==> src/ubxfr_pkg.sv <==
package ubxfr_pkg;

	// configuration port
	localparam int unsigned CFG_DATA_W  = 16;
	localparam int unsigned CFG_INDEX_W = 2;

	localparam logic [CFG_INDEX_W-1:0] CFG_TIMEOUT_TICKS = 2'd0;
	localparam logic [CFG_INDEX_W-1:0] CFG_EXPECT_CLASS  = 2'd1;
	localparam logic [CFG_INDEX_W-1:0] CFG_EXPECT_ID     = 2'd2;

	localparam logic [15:0] RST_TIMEOUT_TICKS = 16'd1000;
	localparam logic [7:0]  RST_EXPECT_CLASS  = 8'd1;
	localparam logic [7:0]  RST_EXPECT_ID     = 8'd2;

	// result status codes
	localparam logic [1:0] ST_OK        = 2'd0;
	localparam logic [1:0] ST_BAD_CKSUM = 2'd1;
	localparam logic [1:0] ST_OTHER_MSG = 2'd2;
	localparam logic [1:0] ST_TIMEOUT   = 2'd3;

	// frame constants
	localparam logic [7:0]  SYNC_FIRST  = 8'hB5;
	localparam logic [7:0]  SYNC_SECOND = 8'h62;
	localparam logic [15:0] POS_FIRST   = 16'd4;
	localparam logic [15:0] POS_LAST    = 16'd11;
	localparam logic [15:0] TICKS_MAX   = 16'hFFFF;

	typedef struct packed {
		logic [15:0] timeout_ticks;
		logic [7:0]  expect_class;
		logic [7:0]  expect_id;
	} cfg_t;

	typedef struct packed {
		logic       cmd;
		logic [7:0] rx_byte;
	} item_t;

	typedef struct packed {
		logic [1:0]         status;
		logic [7:0]         msg_class;
		logic [7:0]         msg_id;
		logic [15:0]        payload_length;
		logic signed [31:0] longitude;
		logic signed [31:0] latitude;
	} result_t;

endpackage

==> src/ubxfr_if.sv <==
interface ubxfr_item_if;
	logic       valid;
	logic       ready;
	logic       cmd;
	logic [7:0] rx_byte;

	modport source (output valid, cmd, rx_byte, input ready);
	modport sink (input valid, cmd, rx_byte, output ready);
endinterface

interface ubxfr_result_if;
	logic               valid;
	logic               ready;
	logic [1:0]         status;
	logic [7:0]         msg_class;
	logic [7:0]         msg_id;
	logic [15:0]        payload_length;
	logic signed [31:0] longitude;
	logic signed [31:0] latitude;

	modport source (output valid, status, msg_class, msg_id, payload_length, longitude,
		latitude, input ready);
	modport sink (input valid, status, msg_class, msg_id, payload_length, longitude,
		latitude, output ready);
endinterface

==> src/ubxfr_cfg_regs.sv <==
module ubxfr_cfg_regs (
	input  logic                                 clk,
	input  logic                                 arst_n,
	input  logic                                 cfg_we,
	input  logic [ubxfr_pkg::CFG_INDEX_W-1:0]    cfg_index,
	input  logic [ubxfr_pkg::CFG_DATA_W-1:0]     cfg_data,
	output ubxfr_pkg::cfg_t                      cfg
);

	ubxfr_pkg::cfg_t cfg_q;

	// register writes, unknown indexes dropped
	always_ff @(posedge clk or negedge arst_n) begin
		if (!arst_n) begin
			cfg_q.timeout_ticks <= ubxfr_pkg::RST_TIMEOUT_TICKS;
			cfg_q.expect_class  <= ubxfr_pkg::RST_EXPECT_CLASS;
			cfg_q.expect_id     <= ubxfr_pkg::RST_EXPECT_ID;
		end else if (cfg_we) begin
			unique case (cfg_index)
				ubxfr_pkg::CFG_TIMEOUT_TICKS: cfg_q.timeout_ticks <= cfg_data;
				ubxfr_pkg::CFG_EXPECT_CLASS:  cfg_q.expect_class  <= cfg_data[7:0];
				ubxfr_pkg::CFG_EXPECT_ID:     cfg_q.expect_id     <= cfg_data[7:0];
				default: begin
				end
			endcase
		end
	end

	assign cfg = cfg_q;

endmodule

==> src/ubxfr_in_reg.sv <==
module ubxfr_in_reg (
	input  logic              clk,
	input  logic              arst_n,
	ubxfr_item_if.sink        items,
	input  logic              take,
	output logic              item_v_s1,
	output ubxfr_pkg::item_t  item_s1
);

	logic advance;

	// stage empties whenever the result side can take its outcome
	assign advance     = item_v_s1 && take;
	assign items.ready = !item_v_s1 || take;

	always_ff @(posedge clk or negedge arst_n) begin
		if (!arst_n) begin
			item_v_s1 <= 1'b0;
		end else if (items.ready) begin
			item_v_s1 <= items.valid;
		end else if (advance) begin
			item_v_s1 <= 1'b0;
		end
	end

	// payload capture
	always_ff @(posedge clk) begin
		if (items.valid && items.ready) begin
			item_s1.cmd     <= items.cmd;
			item_s1.rx_byte <= items.rx_byte;
		end
	end

endmodule

==> src/ubxfr_parser.sv <==
module ubxfr_parser (
	input  logic                clk,
	input  logic                arst_n,
	input  ubxfr_pkg::cfg_t     cfg,
	input  logic                fire,
	input  ubxfr_pkg::item_t    item,
	output logic                res_v,
	output ubxfr_pkg::result_t  res
);

	typedef enum logic [2:0] {
		PH_HUNT,
		PH_CLASS,
		PH_ID,
		PH_LEN_LO,
		PH_LEN_HI,
		PH_PAYLOAD,
		PH_CK_A,
		PH_CK_B
	} phase_t;

	phase_t      phase_q, phase_d;
	logic [7:0]  prev_q, prev_d;
	logic [7:0]  class_q, class_d;
	logic [7:0]  id_q, id_d;
	logic [15:0] len_q, len_d;
	logic [15:0] idx_q, idx_d;
	logic [7:0]  sum_a_q, sum_a_d;
	logic [7:0]  sum_b_q, sum_b_d;
	logic [7:0]  rx_sum_a_q, rx_sum_a_d;
	logic [63:0] cap_q, cap_d;
	logic [63:0] coord_q, coord_d;
	logic [15:0] ticks_q, ticks_d;

	logic [7:0]  b;
	logic [7:0]  sum_a_add;
	logic [7:0]  sum_b_add;
	logic [15:0] ticks_inc;
	logic [15:0] idx_inc;
	logic [15:0] len_full;
	logic [2:0]  lane;

	assign b         = item.rx_byte;
	assign sum_a_add = sum_a_q + b;
	assign sum_b_add = sum_b_q + sum_a_add;
	assign ticks_inc = (ticks_q != ubxfr_pkg::TICKS_MAX) ? ticks_q + 16'd1 : ticks_q;
	assign idx_inc   = idx_q + 16'd1;
	assign len_full  = {b, len_q[7:0]};
	assign lane      = idx_q[2:0] - 3'd4;

	// next state and result for the item in the input stage
	always_comb begin
		phase_d    = phase_q;
		prev_d     = prev_q;
		class_d    = class_q;
		id_d       = id_q;
		len_d      = len_q;
		idx_d      = idx_q;
		sum_a_d    = sum_a_q;
		sum_b_d    = sum_b_q;
		rx_sum_a_d = rx_sum_a_q;
		cap_d      = cap_q;
		coord_d    = coord_q;
		ticks_d    = ticks_q;
		res_v      = 1'b0;
		res.status         = ubxfr_pkg::ST_OK;
		res.msg_class      = class_q;
		res.msg_id         = id_q;
		res.payload_length = len_q;

		if (item.cmd) begin
			// time tick, counted only while hunting
			if (phase_q == PH_HUNT) begin
				ticks_d = ticks_inc;
				if (ticks_inc >= cfg.timeout_ticks) begin
					ticks_d            = '0;
					res_v              = 1'b1;
					res.status         = ubxfr_pkg::ST_TIMEOUT;
					res.msg_class      = '0;
					res.msg_id         = '0;
					res.payload_length = '0;
				end
			end
		end else begin
			unique case (phase_q)
				PH_HUNT: begin
					if (prev_q == ubxfr_pkg::SYNC_FIRST && b == ubxfr_pkg::SYNC_SECOND) begin
						phase_d = PH_CLASS;
						ticks_d = '0;
						sum_a_d = '0;
						sum_b_d = '0;
						cap_d   = '0;
						idx_d   = '0;
					end
					prev_d = b;
				end
				PH_CLASS: begin
					class_d = b;
					sum_a_d = sum_a_add;
					sum_b_d = sum_b_add;
					phase_d = PH_ID;
				end
				PH_ID: begin
					id_d    = b;
					sum_a_d = sum_a_add;
					sum_b_d = sum_b_add;
					phase_d = PH_LEN_LO;
				end
				PH_LEN_LO: begin
					len_d   = {8'd0, b};
					sum_a_d = sum_a_add;
					sum_b_d = sum_b_add;
					phase_d = PH_LEN_HI;
				end
				PH_LEN_HI: begin
					len_d   = len_full;
					sum_a_d = sum_a_add;
					sum_b_d = sum_b_add;
					idx_d   = '0;
					phase_d = (len_full == 16'd0) ? PH_CK_A : PH_PAYLOAD;
				end
				PH_PAYLOAD: begin
					sum_a_d = sum_a_add;
					sum_b_d = sum_b_add;
					// position bytes land in their lane of the capture word
					if (idx_q >= ubxfr_pkg::POS_FIRST && idx_q <= ubxfr_pkg::POS_LAST) begin
						cap_d[{lane, 3'b000} +: 8] = b;
					end
					idx_d = idx_inc;
					if (idx_inc >= len_q) begin
						phase_d = PH_CK_A;
					end
				end
				PH_CK_A: begin
					rx_sum_a_d = b;
					phase_d    = PH_CK_B;
				end
				PH_CK_B: begin
					// checksum first, then class and id
					if (rx_sum_a_q != sum_a_q || b != sum_b_q) begin
						res.status = ubxfr_pkg::ST_BAD_CKSUM;
					end else if (class_q == cfg.expect_class && id_q == cfg.expect_id) begin
						res.status = ubxfr_pkg::ST_OK;
						coord_d    = cap_q;
					end else begin
						res.status = ubxfr_pkg::ST_OTHER_MSG;
					end
					res_v   = 1'b1;
					phase_d = PH_HUNT;
					prev_d  = '0;
					ticks_d = '0;
				end
				default: begin
					phase_d = PH_HUNT;
				end
			endcase
		end

		res.longitude = $signed(coord_d[31:0]);
		res.latitude  = $signed(coord_d[63:32]);
	end

	// frame state
	always_ff @(posedge clk or negedge arst_n) begin
		if (!arst_n) begin
			phase_q    <= PH_HUNT;
			prev_q     <= '0;
			class_q    <= '0;
			id_q       <= '0;
			len_q      <= '0;
			idx_q      <= '0;
			sum_a_q    <= '0;
			sum_b_q    <= '0;
			rx_sum_a_q <= '0;
			cap_q      <= '0;
			coord_q    <= '0;
			ticks_q    <= '0;
		end else if (fire) begin
			phase_q    <= phase_d;
			prev_q     <= prev_d;
			class_q    <= class_d;
			id_q       <= id_d;
			len_q      <= len_d;
			idx_q      <= idx_d;
			sum_a_q    <= sum_a_d;
			sum_b_q    <= sum_b_d;
			rx_sum_a_q <= rx_sum_a_d;
			cap_q      <= cap_d;
			coord_q    <= coord_d;
			ticks_q    <= ticks_d;
		end
	end

endmodule

==> src/ubxfr_out_reg.sv <==
module ubxfr_out_reg (
	input  logic                clk,
	input  logic                arst_n,
	input  logic                load,
	input  ubxfr_pkg::result_t  res,
	output logic                take,
	ubxfr_result_if.source      results
);

	logic               res_v_q;
	ubxfr_pkg::result_t res_q;

	// free when empty or being drained this cycle
	assign take = !res_v_q || results.ready;

	always_ff @(posedge clk or negedge arst_n) begin
		if (!arst_n) begin
			res_v_q <= 1'b0;
		end else if (load) begin
			res_v_q <= 1'b1;
		end else if (results.ready) begin
			res_v_q <= 1'b0;
		end
	end

	always_ff @(posedge clk) begin
		if (load) begin
			res_q <= res;
		end
	end

	assign results.valid          = res_v_q;
	assign results.status         = res_q.status;
	assign results.msg_class      = res_q.msg_class;
	assign results.msg_id         = res_q.msg_id;
	assign results.payload_length = res_q.payload_length;
	assign results.longitude      = res_q.longitude;
	assign results.latitude       = res_q.latitude;

endmodule

==> src/ubx_frame_receiver_position.sv <==
// channel   | dir | request carries
// ----------+-----+-------------------------------------------------------------
// items     | in  | cmd (byte or tick), rx_byte
// results   | out | status, msg_class, msg_id, payload_length, longitude, latitude
// cfg port  | in  | cfg_we, cfg_index, cfg_data (no read-back)
//
// One request per cycle sustained while results are taken; results.valid
// comes from the output register, loaded as the request leaves the input register.
// Each request goes through an input register and one step of the frame state
// machine; a request that yields a result then loads the output register.
// arst_n clears all frame state; registers return to 1000 / class 1 / id 2.
// A stalled result holds the output register and freezes the state machine;
// an empty input register still takes one request, then ready stays low until
// the result is taken.
module ubx_frame_receiver_position (
	input  logic                               clk,
	input  logic                               arst_n,
	input  logic                               cfg_we,
	input  logic [ubxfr_pkg::CFG_INDEX_W-1:0]  cfg_index,
	input  logic [ubxfr_pkg::CFG_DATA_W-1:0]   cfg_data,
	ubxfr_item_if.sink                         items,
	ubxfr_result_if.source                     results
);

	ubxfr_pkg::cfg_t    cfg;
	ubxfr_pkg::item_t   item_s1;
	ubxfr_pkg::result_t res;
	logic               item_v_s1;
	logic               take;
	logic               fire;
	logic               res_v;

	assign fire = item_v_s1 && take;

	ubxfr_cfg_regs u_cfg (
		.clk       (clk),
		.arst_n    (arst_n),
		.cfg_we    (cfg_we),
		.cfg_index (cfg_index),
		.cfg_data  (cfg_data),
		.cfg       (cfg)
	);

	ubxfr_in_reg u_in (
		.clk       (clk),
		.arst_n    (arst_n),
		.items     (items),
		.take      (take),
		.item_v_s1 (item_v_s1),
		.item_s1   (item_s1)
	);

	ubxfr_parser u_parser (
		.clk    (clk),
		.arst_n (arst_n),
		.cfg    (cfg),
		.fire   (fire),
		.item   (item_s1),
		.res_v  (res_v),
		.res    (res)
	);

	ubxfr_out_reg u_out (
		.clk     (clk),
		.arst_n  (arst_n),
		.load    (fire && res_v),
		.res     (res),
		.take    (take),
		.results (results)
	);

endmodule

==> src/flat_wrapper.sv <==
// flat-port wrapper written by rule: the top's interface ports become plain ports
module ubx_frame_receiver_position_flat 
  (clk, arst_n, cfg_we, cfg_index, cfg_data, items_valid, items_cmd, items_rx_byte, items_ready, results_valid, results_status, results_msg_class, results_msg_id, results_payload_length, results_longitude, results_latitude, results_ready);
  ubxfr_item_if items_i ();
  ubxfr_result_if results_i ();
  input  logic clk;
  input  logic arst_n;
  input  logic cfg_we;
  input  logic [ubxfr_pkg::CFG_INDEX_W-1:0] cfg_index;
  input  logic [ubxfr_pkg::CFG_DATA_W-1:0] cfg_data;
  input wire logic [$bits(items_i.valid)-1:0] items_valid;
  input wire logic [$bits(items_i.cmd)-1:0] items_cmd;
  input wire logic [$bits(items_i.rx_byte)-1:0] items_rx_byte;
  output wire logic [$bits(items_i.ready)-1:0] items_ready;
  output wire logic [$bits(results_i.valid)-1:0] results_valid;
  output wire logic [$bits(results_i.status)-1:0] results_status;
  output wire logic [$bits(results_i.msg_class)-1:0] results_msg_class;
  output wire logic [$bits(results_i.msg_id)-1:0] results_msg_id;
  output wire logic [$bits(results_i.payload_length)-1:0] results_payload_length;
  output wire logic [$bits(results_i.longitude)-1:0] results_longitude;
  output wire logic [$bits(results_i.latitude)-1:0] results_latitude;
  input wire logic [$bits(results_i.ready)-1:0] results_ready;
  assign items_i.valid = items_valid;
  assign items_i.cmd = items_cmd;
  assign items_i.rx_byte = items_rx_byte;
  assign items_ready = items_i.ready;
  assign results_valid = results_i.valid;
  assign results_status = results_i.status;
  assign results_msg_class = results_i.msg_class;
  assign results_msg_id = results_i.msg_id;
  assign results_payload_length = results_i.payload_length;
  assign results_longitude = results_i.longitude;
  assign results_latitude = results_i.latitude;
  assign results_i.ready = results_ready;
  ubx_frame_receiver_position u_core (.clk(clk), .arst_n(arst_n), .cfg_we(cfg_we), .cfg_index(cfg_index), .cfg_data(cfg_data), .items(items_i), .results(results_i));
endmodule
==> config.mk <==
export PLATFORM = sky130hd
export DESIGN_NAME = ubx_frame_receiver_position_flat
export DESIGN_NICKNAME = d
export VERILOG_FILES = /design/src/ubxfr_pkg.sv /design/src/ubxfr_if.sv /design/src/ubxfr_cfg_regs.sv /design/src/ubxfr_in_reg.sv /design/src/ubxfr_parser.sv /design/src/ubxfr_out_reg.sv /design/src/ubx_frame_receiver_position.sv /design/src/flat_wrapper.sv
export SDC_FILE = /design/constraint.sdc
export NUM_CORES = 1
export LEC_CHECK = 0
export BUFFER_PORTS_ARGS = -buffer_cell sky130_fd_sc_hd__buf_2
export CAP_MARGIN = 20
export CORE_ASPECT_RATIO = 1.2
export CORE_MARGIN = 10
export CORE_UTILIZATION = 56
export CTS_BUF_LIST = sky130_fd_sc_hd__clkbuf_8
export DETAILED_ROUTE_END_ITERATION = 6
export PLACE_DENSITY_LB_ADDON = 0.15
export SLEW_MARGIN = 20
export SYNTH_ARGS = -nofsm -noshare
export SYNTH_HDL_FRONTEND = slang
export SYNTH_SLANG_ARGS = --single-unit
==> constraint.sdc <==
create_clock -name clk -period 8.16 [get_ports clk]
set_input_delay 0.816 -clock clk [delete_from_list [all_inputs] [get_ports clk]]
set_output_delay 0.816 -clock clk [all_outputs]
set_load 0.01 [all_outputs]
==> impl_metrics.yaml <==
worst_setup_path:
  path_cells: "and4_1 -> and4_1 -> nor3b_1 -> nand3_1 -> nor3_1 -> a21oi_1 -> ha_1 -> nand4_1 -> or4_1 -> o21ai_1 -> buf_4 -> nand3_1 -> buf_4 -> a21oi_4 -> buf_4"
  cp_num_buf_inv: 3
  crit_path_max_incr_delay_ns: 0.58
  path_max_fanout: 57
  critPathLaunchType: "register"
  worstPathArrival_ns: 5.15
  cp-startpoint: "u_core.u_parser.ticks_q[4]"
  cp_top_family: "simple AND/OR/NAND/NOR gates"
  slowest_stage: "or4_1"
  cp.required_ns: 8.37
  critPathKind: "reg2reg"
  timing.critical_path.mode_cell: "buf_4"
  end_kind: "register"
  r2r_start: "u_core.u_parser.ticks_q[4]"
clock_tree:
  cts_hold_buffers: 0
  cts_tree: "yes"
  clk_path_buf_depth: 3
  postCtsResizedCells: 0
  clock_latency_ns: 0.61
  numCtsBuffers: 57
  htreeDepth: 2
  postCtsSetupRepairBufs: 0
  cts-root-buf: "clkbuf_8"
  path_clk_slew_ns: 0.06
  clkSinkCount: 368
die:
  fp.dieArea_sq_um: 37400
  die_h_um: 210
  die_w_um: 178
  rows: 69
  core_sq_um: 29600
  io_pins: 132
  initial_core_util_pct: 56.9
timing:
  fin_crit_sh_pct: 60.6
  setup_viol: 0
  max_slew_margin_pct: 29.2
  final.min_clock_period_ns: 4.94
  final.setup.tns_ns: 0
  hold_viol: 0
  slew_violations: 0
  rsz0062_at_grt: "no"
  skew_ns: 0.0413
  fmax_ghz: 0.202
  worst_pin_slew_ns: 1.06
  setup_ws_ns: 3.22
placement:
  placed_area_sq_um: 17900
  io_buffers: 131
  dpl.hpwl_mm: 24.4
  pre_cts_slack_ns: 3.28
  gp_congestion: 0.846
drt:
  drtPass1Iterations: 5
  wl_mm: 36.7
  drt_iter0_drc: 688
  wl_per_cell_um: 19.1
  dr_total_vias: 10982
  ant_nets: 0
  viasPerCell: 5.70
  drc: 0
synth:
  yosysSeqAreaShare_pct: 57.9
  syn_inst: 1344
  yosys_most_used_dff: "dfrtp_1"
  synth_area_sq_um: 16800
  synth_edf_count: 107
  ys_ff_latch: 368
  yosys.cell_types.count: 66
  synth_area_per_cell_sq_um: 12.5
  async_reset_ff_share_pct: 70.9
  synth.top_cell.area_share_pct: 37.6
  yosys_warnings: 0
  syn-num-nets: 1428
  yosysTopAreaCell: "dfrtp_1"
  ys_top_cells_by_area: "dfrtp_1 38%, edfxtp_1 19%, mux2_2 11%, ha_1 3.7%, xnor2_1 3.1%"
global_route:
  grt_pass1_wl_mm: 59.3
  grt_max_degree: 150
  grt_pass1_vias: 11173
  grt-ovfl-total: 0
  grt_usage_pct: 19.7
  grt_antenna_before_repair: 0
power:
  p_leak_nw: 8.42
  p_per_area_nw_per_um2: 280
  vdd_ir_drop_max_v: 0.000172
run:
  cap_violations: 0
worst_hold_path:
  hp-class: "in2async"
final_layout:
  post-route-cell-area_sq_um: 19100
  syn_to_final_growth_pct: 13.2
  layout_commonest_cell: "dfrtp_1"
  finalNetCount: 1571
  diodes: 0
  drive_gt1_share_pct: 27.9
  mostFrequentLayoutCells: "253 x dfrtp_1, 166 x mux2_2, 130 x buf_2, 107 x edfxtp_1, 106 x nand2_1"
run_status:
  status: "finished clean"
-- state kept, by name (all words and copies together), names as in the netlist --
| name | count |
|---|---|
| u_core.u_parser.len_q | 16 |
| u_core.u_parser.sum_a_q | 8 |
| u_core.u_out.results.longitude | 32 |
| u_core.u_parser.phase_q | 3 |
| u_core.u_parser.cap_q | 64 |
| u_core.u_out.results.payload_length | 16 |
| u_core.u_parser.class_q | 8 |
| u_core.u_out.results.valid | 1 |
| u_core.u_parser.prev_q | 8 |
| u_core.u_out.results.msg_id | 8 |
| u_core.u_out.results.status | 2 |
| u_core.u_in.item_v_s1 | 1 |
| u_core.u_parser.coord_q | 64 |
| u_core.u_out.results.latitude | 32 |
| u_core.u_out.results.msg_class | 8 |
| u_core.u_parser.sum_b_q | 8 |
| u_core.u_parser.rx_sum_a_q | 8 |
| u_core.u_cfg.cfg | 32 |
| u_core.u_in.item_s1 | 9 |
| u_core.u_parser.ticks_q | 16 |
| u_core.u_parser.id_q | 8 |
| u_core.u_parser.idx_q | 16 |
-- worst paths after layout --
path / to / slack [ns] / depth (start not counted)
setup / recovery: u_core.u_out.results.latitude[11] / 3.22 / 15
hold / removal: u_core.u_parser.coord_q[44] / 0.27 / 1
setup reg to reg: u_core.u_out.results.latitude[11] / 3.22 / 15
hold reg to reg: u_core.u_parser.prev_q[1] / 0.49 / 2
max in group asynchronous: u_core.u_parser.ticks_q[10] / 6.63 / 2
min in group clk: u_core.u_in.item_s1[3] / 0.39 / 1
-- final cells by class --
type,count,area [sq um]
inverters,56,210
fillers,2315,10500
multi-input cells,858,6620
well taps,390,488
flip-flops and latches,368,9750
clock inverters,45,338
clock buffers,63,867
repair buffers,146,791
-- logic make-up after synthesis --
| group | share of synthesized area [%] |
|---|---|
| fa+ha+maj | 3.95 |
| compound gates | 10.5 |
| buf+inv | 2.92 |
| simple gates | 9.43 |
| xor+xnor | 3.69 |
| mux | 11.5 |
| flops | 57.9 |
-- where the power goes --
group          total [mW]  switching, mW  internal (mW)
registers            2.42          0.220           2.20
clock network        1.59          0.718          0.876
logic                1.33          0.743          0.586
-- cells in the mapped netlist (4+ instances only) --
library cell	number
a21o_1	15
a21oi_1	30
a22o_1	10
a31oi_1	18
a32o_1	15
and2_1	23
and3_1	4
and4_1	5
buf_4	8
clkbuf_1	49
dfrtp_1	253
dfstp_2	8
edfxtp_1	107
ha_1	50
inv_1	56
mux2_1	4
mux2_2	166
nand2_1	106
nand2b_1	13
nand3_1	36
nand4_1	21
nor2_1	37
nor2b_1	7
nor3_1	14
nor4_1	5
o211ai_1	4
o21a_1	4
o21ai_0	80
o21ai_2	4
o2bb2ai_1	50
o31ai_1	8
or3_1	7
xnor2_1	59
xor2_1	12
-- stage by stage --
| step | instances | utilization, % | power (mW) | hold slack [ns] |
|---|---|---|---|---|
| 3_5_place_dp | 1818 | 60.3 | 3.77 | 0.473 |
| 2_1_floorplan | 1344 | - | 3.41 | 0.443 |
| 6_report | 1926 | 64.4 | 5.34 | 0.270 |
| 3_3_place_gp | 1818 | 60.3 | 3.72 | 0.458 |
| 4_1_cts | 1926 | 64.4 | 5.38 | 0.290 |
| 5_1_grt | 1926 | 64.4 | 5.66 | 0.332 |
-- routing by layer --
layer  share of wire [%]  track usage, %
met1                  44            26.0
met2                  48            32.2
met3                 6.2            4.36
met4                 2.0            5.62
met5                   0               0
No activity file was read; power rests on OpenSTA's default activity.
